File: src/hdl/i2cm_pkg.sv
package i2cm_pkg;

   // Request kinds as they arrive on req_tuser.
   localparam logic [2:0] REQ_TICK  = 3'd0;
   localparam logic [2:0] REQ_START = 3'd1;
   localparam logic [2:0] REQ_STOP  = 3'd2;
   localparam logic [2:0] REQ_WRITE = 3'd3;
   localparam logic [2:0] REQ_READ  = 3'd4;
   localparam logic [2:0] REQ_WACK  = 3'd5;

   localparam logic [7:0] ACK_POLL_LIMIT_RESET = 8'd250;
   localparam logic [3:0] BITS_PER_BYTE        = 4'd8;

   // Command being sequenced, one-hot.
   typedef enum logic [5:0] {
      CMD_IDLE  = 6'b000001,
      CMD_START = 6'b000010,
      CMD_STOP  = 6'b000100,
      CMD_WRITE = 6'b001000,
      CMD_READ  = 6'b010000,
      CMD_WACK  = 6'b100000
   } cmd_type;

   typedef struct packed {
      cmd_type    cmd;
      logic [2:0] step;
      logic [3:0] bit_count;
      logic [7:0] shift_reg;
      logic [7:0] poll_count;
      logic       ack_choice;
      logic       scl;
      logic       sda;
      logic       fail;
      logic [7:0] rx_hold;
   } seq_state_type;

   typedef struct packed {
      logic [2:0] req_type;
      logic [7:0] tx_byte;
      logic       send_ack;
      logic       sda_in;
   } req_item_type;

   typedef struct packed {
      logic       scl_level;
      logic       sda_level;
      logic       busy_res;
      logic       done_res;
      logic [7:0] rx_byte;
      logic       ack_failed;
   } rsp_item_type;

   localparam seq_state_type SEQ_STATE_RESET = '{
      cmd:        CMD_IDLE,
      step:       3'd0,
      bit_count:  4'd0,
      shift_reg:  8'd0,
      poll_count: 8'd0,
      ack_choice: 1'b0,
      scl:        1'b1,
      sda:        1'b1,
      fail:       1'b0,
      rx_hold:    8'd0
   };

endpackage

File: src/hdl/i2cm_step.sv
module i2cm_step import i2cm_pkg::*; (
   input  seq_state_type cur,
   input  req_item_type  item,
   input  logic [7:0]    poll_limit,
   output seq_state_type nxt,
   output rsp_item_type  result
);

   logic       done;
   logic [3:0] bit_count_inc;
   logic [7:0] shift_tx;
   logic [7:0] shift_rx;

   assign bit_count_inc = cur.bit_count + 4'd1;
   assign shift_tx      = {cur.shift_reg[6:0], 1'b0};
   assign shift_rx      = {cur.shift_reg[6:0], item.sda_in};

   always_comb begin
      nxt  = cur;
      done = 1'b0;
      if (item.req_type == REQ_TICK) begin
         unique case (cur.cmd)
            CMD_IDLE: begin
            end
            CMD_START: begin
               if (cur.step == 3'd0) begin
                  nxt.sda  = 1'b0;
                  nxt.step = 3'd1;
               end else if (cur.step == 3'd1) begin
                  nxt.scl  = 1'b0;
                  nxt.step = 3'd2;
               end else begin
                  done = 1'b1;
               end
            end
            CMD_STOP: begin
               if (cur.step == 3'd0) begin
                  nxt.scl  = 1'b1;
                  nxt.step = 3'd1;
               end else if (cur.step == 3'd1) begin
                  nxt.sda  = 1'b1;
                  nxt.step = 3'd2;
               end else begin
                  done = 1'b1;
               end
            end
            CMD_WRITE: begin
               if (cur.step == 3'd0) begin
                  nxt.scl  = 1'b1;
                  nxt.step = 3'd1;
               end else begin
                  nxt.scl       = 1'b0;
                  nxt.shift_reg = shift_tx;
                  nxt.bit_count = bit_count_inc;
                  if (bit_count_inc >= BITS_PER_BYTE) begin
                     nxt.sda = 1'b1;
                     done    = 1'b1;
                  end else begin
                     nxt.sda  = shift_tx[7];
                     nxt.step = 3'd0;
                  end
               end
            end
            CMD_READ: begin
               case (cur.step)
                  3'd0: begin
                     nxt.shift_reg = shift_rx;
                     nxt.scl       = 1'b0;
                     nxt.bit_count = bit_count_inc;
                     if (bit_count_inc >= BITS_PER_BYTE) nxt.rx_hold = shift_rx;
                     nxt.step      = 3'd1;
                  end
                  3'd1: begin
                     if (cur.bit_count < BITS_PER_BYTE) begin
                        nxt.scl  = 1'b1;
                        nxt.step = 3'd0;
                     end else begin
                        nxt.sda  = ~cur.ack_choice;
                        nxt.step = 3'd2;
                     end
                  end
                  3'd2: begin
                     nxt.scl  = 1'b1;
                     nxt.step = 3'd3;
                  end
                  3'd3: begin
                     nxt.scl  = 1'b0;
                     nxt.step = 3'd4;
                  end
                  3'd4: begin
                     // After an ACK the line is released for one more period.
                     if (cur.ack_choice) begin
                        nxt.sda  = 1'b1;
                        nxt.step = 3'd5;
                     end else begin
                        done = 1'b1;
                     end
                  end
                  default: done = 1'b1;
               endcase
            end
            CMD_WACK: begin
               case (cur.step)
                  3'd0: begin
                     nxt.scl  = 1'b1;
                     nxt.step = 3'd1;
                  end
                  3'd1: begin
                     if (!item.sda_in) begin
                        nxt.scl  = 1'b0;
                        nxt.step = 3'd2;
                     end else if (cur.poll_count >= poll_limit) begin
                        // Timed out: run a stop sequence before finishing.
                        nxt.fail = 1'b1;
                        nxt.sda  = 1'b0;
                        nxt.step = 3'd3;
                     end else begin
                        nxt.poll_count = cur.poll_count + 8'd1;
                     end
                  end
                  3'd3: begin
                     nxt.scl  = 1'b1;
                     nxt.step = 3'd4;
                  end
                  3'd4: begin
                     nxt.sda  = 1'b1;
                     nxt.step = 3'd5;
                  end
                  3'd5: begin
                     nxt.scl  = 1'b0;
                     nxt.step = 3'd2;
                  end
                  default: done = 1'b1;
               endcase
            end
            default: begin
            end
         endcase
         if (done) begin
            nxt.cmd  = CMD_IDLE;
            nxt.step = 3'd0;
         end
      end else if (cur.cmd == CMD_IDLE) begin
         nxt.step = 3'd0;
         unique case (item.req_type)
            REQ_START: begin
               nxt.cmd = CMD_START;
               nxt.sda = 1'b1;
               nxt.scl = 1'b1;
            end
            REQ_STOP: begin
               nxt.cmd = CMD_STOP;
               nxt.sda = 1'b0;
            end
            REQ_WRITE: begin
               nxt.cmd       = CMD_WRITE;
               nxt.shift_reg = item.tx_byte;
               nxt.bit_count = 4'd0;
               nxt.sda       = item.tx_byte[7];
            end
            REQ_READ: begin
               nxt.cmd        = CMD_READ;
               nxt.shift_reg  = 8'd0;
               nxt.bit_count  = 4'd0;
               nxt.ack_choice = item.send_ack;
               nxt.scl        = 1'b1;
            end
            REQ_WACK: begin
               nxt.cmd        = CMD_WACK;
               nxt.sda        = 1'b1;
               nxt.poll_count = 8'd0;
               nxt.fail       = 1'b0;
            end
            default: begin
               // Unused kinds leave the state untouched.
               nxt = cur;
            end
         endcase
      end
   end

   always_comb begin
      result.scl_level  = nxt.scl;
      result.sda_level  = nxt.sda;
      result.busy_res   = (nxt.cmd != CMD_IDLE);
      result.done_res   = done;
      result.rx_byte    = nxt.rx_hold;
      result.ack_failed = nxt.fail;
   end

endmodule

File: src/hdl/i2c_master_bit_sequencer.sv
// I2C master bit sequencer. Each request item is either a command (start,
// stop, write byte, read byte with ACK or NACK, wait for ACK), taken only
// while no command is running, or a tick that stands for one bus delay period
// and advances the running command by one step. Every request item yields
// exactly one response item carrying the driven SCL and SDA levels, busy and
// done flags, the last received byte and the ACK timeout flag. An item is
// registered on entry, passes through one stage of sequencing logic and
// lands in the response register, so one item is taken per clock cycle while
// the response output is not stalled; a stalled response output holds back
// further items once the input register is also full. The ACK poll limit must
// be written through csr_wen/csr_wdata only while the block is idle; the
// block itself does not enforce this.
module i2c_master_bit_sequencer import i2cm_pkg::*; (
   input  logic        clock,
   input  logic        reset,
   input  logic        csr_wen,
   input  logic [7:0]  csr_wdata,
   input  logic        req_tvalid,
   output logic        req_tready,
   // tx_byte [7:0], send_ack [8], sda_in [9], zero [15:10]
   input  logic [15:0] req_tdata,
   // req_type [2:0]
   input  logic [2:0]  req_tuser,
   output logic        rsp_tvalid,
   input  logic        rsp_tready,
   // scl_level [0], sda_level [1], busy_res [2], done_res [3],
   // rx_byte [11:4], ack_failed [12], zero [15:13]
   output logic [15:0] rsp_tdata
);

   logic          in_valid_ff, in_valid_in;
   req_item_type  in_item_ff, in_item_in;
   logic          out_valid_ff, out_valid_in;
   rsp_item_type  out_item_ff, out_item_in;
   seq_state_type state_ff, state_in;
   logic [7:0]    poll_limit_ff, poll_limit_in;

   seq_state_type state_next;
   rsp_item_type  result;
   logic          advance;
   logic          req_take;

   i2cm_step u_step (
      .cur        (state_ff),
      .item       (in_item_ff),
      .poll_limit (poll_limit_ff),
      .nxt        (state_next),
      .result     (result)
   );

   // The registered item moves on when the response register is free or emptying.
   assign advance    = in_valid_ff && (!out_valid_ff || rsp_tready);
   assign req_tready = !in_valid_ff || advance;
   assign req_take   = req_tvalid && req_tready;

   always_comb begin
      in_valid_in   = req_take || (in_valid_ff && !advance);
      in_item_in    = in_item_ff;
      if (req_take) begin
         in_item_in.req_type = req_tuser;
         in_item_in.tx_byte  = req_tdata[7:0];
         in_item_in.send_ack = req_tdata[8];
         in_item_in.sda_in   = req_tdata[9];
      end
      out_valid_in  = advance || (out_valid_ff && !rsp_tready);
      out_item_in   = advance ? result : out_item_ff;
      state_in      = advance ? state_next : state_ff;
      poll_limit_in = csr_wen ? csr_wdata : poll_limit_ff;
   end

   always_ff @(posedge clock) begin
      if (reset) begin
         in_valid_ff   <= 1'b0;
         out_valid_ff  <= 1'b0;
         state_ff      <= SEQ_STATE_RESET;
         poll_limit_ff <= ACK_POLL_LIMIT_RESET;
      end else begin
         in_valid_ff   <= in_valid_in;
         out_valid_ff  <= out_valid_in;
         state_ff      <= state_in;
         poll_limit_ff <= poll_limit_in;
      end
      in_item_ff  <= in_item_in;
      out_item_ff <= out_item_in;
   end

   assign rsp_tvalid = out_valid_ff;
   assign rsp_tdata  = {3'b000, out_item_ff.ack_failed, out_item_ff.rx_byte,
                        out_item_ff.done_res, out_item_ff.busy_res,
                        out_item_ff.sda_level, out_item_ff.scl_level};

endmodule

File: config.mk
export PLATFORM = sky130hd
export DESIGN_NAME = i2c_master_bit_sequencer
export DESIGN_NICKNAME = d
export VERILOG_FILES = /design/src/hdl/i2cm_pkg.sv /design/src/hdl/i2cm_step.sv /design/src/hdl/i2c_master_bit_sequencer.sv
export SDC_FILE = /design/constraint.sdc
export NUM_CORES = 1
export LEC_CHECK = 0
export ABC_CLOCK_PERIOD_IN_PS = 5900
export BUFFER_PORTS_ARGS = -buffer_cell sky130_fd_sc_hd__buf_2
export CAP_MARGIN = 40
export CORE_AREA = 2 2 160 84
export CTS_BUF_LIST = sky130_fd_sc_hd__clkbuf_16
export DETAILED_ROUTE_END_ITERATION = 10
export DIE_AREA = 0 0 162 86
export HOLD_SLACK_MARGIN = 0.03
export PLACE_DENSITY = 0.63
export SYNTH_ARGS = -nofsm -noshare
export SYNTH_HDL_FRONTEND = slang
export SYNTH_HIERARCHICAL = 1
export SYNTH_SLANG_ARGS = --single-unit
File: constraint.sdc
create_clock -name clock -period 5.9 [get_ports clock]
set_input_delay 1.475 -clock clock [delete_from_list [all_inputs] [get_ports clock]]
set_output_delay 1.475 -clock clock [all_outputs]
set_load 0.01 [all_outputs]
**Word level (Yosys, flattened, before mapping)**

Index checks and enable logic that the tools add are counted.

- Add/subtract/negate cells: 2
- Magnitude comparators: 3
- Equal/unequal tests: 31
- Mux-type cells: 64
- Bitwise gates (word level): 2
- Reduce and logical (&&, ||, !) cells: 29

Operator list:

| kind | number |
|---|---|
| 2-to-1 mux 8 bit | 8 |
| case mux 12 bit (2 select lines) | 2 |
| 2-to-1 mux 41 bit | 1 |
| case mux 3 bit (5 select lines) | 2 |
| case mux 6 bit (5 select lines) | 1 |
| 2-to-1 mux 29 bit | 1 |
| 2-to-1 mux 1 bit | 25 |
| 2-to-1 mux 12 bit | 2 |
| 2-to-1 mux 3 bit | 8 |
| inequality test 8 bit (second input constant) | 2 |
| inequality test 5 bit (second input constant) | 3 |
| equality test 3 x 2 -> 1 bit (second input constant) | 4 |
| equality test 3 bit (second input constant) | 4 |
| inequality test 6 bit (second input constant) | 2 |
| case mux 3 bit (4 select lines) | 1 |
| 2-to-1 mux 11 bit | 1 |
| case mux 2 bit (5 select lines) | 1 |
| AND reduction 10 bit | 1 |
| OR reduction 5 bit | 2 |
| 2-to-1 mux 9 bit | 1 |
| inequality test 3 bit (second input constant) | 3 |
| case mux 1 bit (3 select lines) | 3 |
| adder 8 x 1 -> 8 bit (second input constant) | 1 |
| greater-or-equal comparator 8 bit | 1 |
| 27 further kinds | 51 |

- Register bits after elaboration: 76
- Bits of input ports: 32
- Output and inout port bits: 18
- Word-level logic and storage cells: 154

**Depth between registers and ports, before layout**

- Depth after elaboration: 9
- Mapped depth: 11
- Gate-level depth less buffers: 10

**Modules after synthesis**

Netlist, hierarchy kept.

Modules (own cells, without submodules):

| module | times used | cells an instance | area an instance (um2) | sequential area each (um2) |
|---|---|---|---|---|
| i2c_master_bit_sequencer | 1 | 244 | 3,037.9 | 1,801.7 |
| i2cm_step | 1 | 289 | 1,891.8 | 0.0 |

**Least setup slack after synthesis**

No wires, ideal clock.

- Path kind: input-to-output
- Start point: input port rsp_tready
- End point: output port req_tready
- Arrival: 1.704 ns
- Required time: 4.425 ns
- Setup slack: 2.721 ns
- Cell stages on the path: 2
- Path buffers: 0
- Cell sequence: nor2b_4 > nand2_1

- Longest elaborated chain between the ends: 3

Ends and longest elaborated chain:

| what | line | source |
|---|---|---|
| start, declared | i2c_master_bit_sequencer.sv:25 | `input logic rsp_tready,` |
| logical OR 1 bit | i2c_master_bit_sequencer.sv:52 | `assign advance = in_valid_ff && (!out_valid_ff \|\| rsp_tready);` |
| logical AND 1 bit | i2c_master_bit_sequencer.sv:52 |  |
| logical OR 1 bit | i2c_master_bit_sequencer.sv:53 | `assign req_tready = !in_valid_ff \|\| advance;` |
| end, declared | i2c_master_bit_sequencer.sv:19 | `output logic req_tready,` |

No other way between the ends.

**Worst setup path in the final report**

Same ends and word-level chain as after synthesis.

==> flow_results.org <==
** Run status
- Outcome :: complete, no violations

** Clock tree
- Number of buffers created by CTS :: 9
- TritonCTS built the clock tree.
- Post-CTS timing repair inserted 0 buffers for setup.
- Count of H-tree levels built during CTS :: 3
- Clk pin slew, worst setup/hold paths :: roughly 60 ps
- Counting every sink on the clock net gives 76.
- After clock tree synthesis, the repair step resized 0 gates.
- CTS hold repair buffers :: 0
- Latest clock arrival within the worst-skew pair :: roughly 350 ps
- Worst-case clock buffer depth :: 2
- In this run the clock root is driven by a sky130_fd_sc_hd__clkbuf_16.

** Pwr
- Comb power frac :: around a tenth
- Static leakage :: roughly 2 nW
- Internal cell power :: 934 µW
- Largest voltage drop on the vdd net :: 124 µV
- Clock power frac :: 45.4%
- In this run switching power makes up 26.7% of total power.
- Post-layout power :: around 1.3 mW
- PwrDens :: 242 nW/µm²
- Per report_power, the sequential group accounts for between 40% and 50% of the total.
- Net Sw Power :: 340 µW

** Floorplanning
- Die Wd :: 162 µm
- The die is roughly 86 µm tall.
- The die covers about 14000 µm².
- The region available for standard cell placement spans ~12000 µm².
- Once the floorplan was initialized, standard cells occupied 39.3% of the core.
- Number of rows created at floorplan :: 29
- Number of top-level pins :: 50

** Flow run
- Max-cap violations in this run came to 0.

** Place
- After legalization and detailed placement, the total HPWL measured approximately 8.7 mm.
- Worst Setup Slack post-DPL :: between 2000 and 2500 ps
- Placed cell count :: about 700
- Routability-driven placement finished with a final weighted congestion of roughly 0.93.
- After detailed placement, the total cell area comes to 4970 µm².
- Input and output buffers added on the ports amount to 40.

** GRT
- Vias in the first global route :: 3558
- Antenna violations before repair :: 0
- After global routing the overflow that remains totals 0.
- Entering global routing, the biggest net connects 48 pins.
- For this run, the total global-route usage over all layers was measured as around 18%.
- The first global-routing pass estimated between 15 and 20 mm of wire.

** Routing
- Detailed-route wire length :: between 10 and 15 mm
- Drt drc :: 0
- Summing over every cut layer, the via total after detailed routing is ~3900.
- Wire length per cell :: 17.1 µm
- The detailed router finished its first iteration with between 300 and 400 violations.
- First-pass DRT Iterations :: 5
- In the routed layout, each cell is associated on average with a via count of ~5.5.
- Once detail routing completed, the nets flagged for antenna violations numbered 0.

** Worst setup path
- Of all nets on the critical path, the largest fanout is 4.
- STA classifies the critical path startpoint as a primary input.
- For the worst flop-to-flop path, the logic depth is 10.
- The setup path with the least slack is of type primary input to output pin.
- CP Data Required Time :: around 4400 ps
- CP arrival :: around 2000 ps
- The worst setup path is captured at an output pin.

** Timing
- Min Tclk post-route :: ~3500 ps
- Total setup violations reported at the end of the flow :: 0
- Relative slew margins :: between 30% and 40%
- Worst Hold Margin :: roughly 480 ps
- Sum Neg Setup Slack :: 0 ps
- Worst setup slack after layout :: between 2000 and 2500 ps
- RSZ-0062 raised after global routing :: no
- Number of slew-limit violations in the final report :: 0
- Based on the critical path, the design can be clocked at up to ~290 MHz.
- The worst path uses between 50 and 60% of the clock period.
- Number of hold violations in the final report :: 0
- For the pin with the worst max-slew slack, the measured transition is roughly 950 ps.
- Clock skew after layout :: between 10 and 15 ps

** Worst hold path
- Worst min-delay path category :: flop to flop
- Counting instances, the worst hold path has a depth of 2.

** Finish
- After routing the design area is about 5300 µm².
- For this run, the share of the core covered by cells in the final layout is 42.5%.
- The post-route netlist has roughly 16% of its cells at a drive strength greater than 1.
- Antenna diode instance count :: 0
- Final net count :: around 580
- Leaving out filler cells and counting taps, the final layout contains approximately 700.
- Compared with the post-synthesis result, the final layout area differs by 8.32%.

** Yosys
- Synth Warn # :: 6
- Synthesis produced a netlist whose cell count is roughly 530.
- The mapped netlist covers 4870 µm².
- The average instance in the mapped netlist occupies between 9 and 10 µm².
## power by group through the flow
| stage | registers (mW) | clock network (mW) | logic, mW |
|---|---|---|---|
| 3_5_place_dp | 0.587 | 0 | 0.119 |
| 6_report | 0.576 | 0.579 | 0.120 |
| 4_1_cts | 0.575 | 0.588 | 0.119 |
| 2_1_floorplan | 0.578 | 0 | 0.103 |
| 5_1_grt | 0.578 | 0.610 | 0.131 |
| 3_3_place_gp | 0.586 | 0 | 0.112 |
## placed cells by master, fill, tap and decap left out, drive strengths merged, types with 2 or more instances in the layout
cell type / count
ha: 10
a21o: 7
o31ai: 3
nor2: 23
nand3: 11
nor2b: 14
and2: 2
nor3: 12
nand2b: 78
o211ai: 3
a211oi: 3
mux2i: 46
or2: 3
dfxtp: 50
nor4b: 2
o21ai: 26
or3: 4
nor4: 5
xor2: 2
edfxtp: 26
and3: 3
conb: 3
mux2: 10
o221ai: 2
a21oi: 23
nor3b: 3
a221oi: 2
nand2: 36
o21a: 5
a22oi: 2
a22o: 7
buf: 43
inv: 21
xnor2: 3
nand4: 3
clkbuf: 10
a31oi: 5
a211o: 7
## layer usage
layer,track usage (%),up-vias,part of all wire [%]
li1,-,1870,-
met1,28.5,1841,56
met2,22.9,144,36
met3,6.29,15,7.9
met4,3.46,0,0.86
met5,0,-,0
## flip-flops by register name, summed over array words and instances (netlist names)
| name | flops |
|---|---|
| state_ff | 40 |
| in_item_ff | 13 |
| rsp_tdata | 13 |
| poll_limit_ff | 8 |
| in_valid_ff | 1 |
| rsp_tvalid | 1 |
## critical path, stage by stage
cell and delay [ps]:
sky130_fd_sc_hd__buf_2 110, sky130_fd_sc_hd__nor2b_4 160, sky130_fd_sc_hd__nand2_1 90, sky130_fd_sc_hd__buf_2 140
## cell type report
| class | count | area, µm² |
|---|---|---|
| Inverter | 16 | 60.1 |
| Multi-Input combinational cell | 387 | 2670 |
| Fill cell | 1230 | 7130 |
| Sequential cell | 76 | 1780 |
| Clock inverter | 6 | 57.6 |
| Clock buffer | 10 | 250 |
| Timing Repair Buffer | 43 | 243 |
| Tap cell | 170 | 213 |
## worst paths after layout
path,to,from,slack (ps)
hold / removal,state_ff[4]$_SDFFE_PP0P_,state_ff[4]$_SDFFE_PP0P_,480
setup / recovery,req_tready,rsp_tready,2450
hold reg to reg,state_ff[4]$_SDFFE_PP0P_,state_ff[4]$_SDFFE_PP0P_,480
setup reg to reg,state_ff[19]$_SDFFE_PP0P_,state_ff[12]$_SDFFE_PP0P_,2610
No activity file was read; power rests on OpenSTA's default activity.
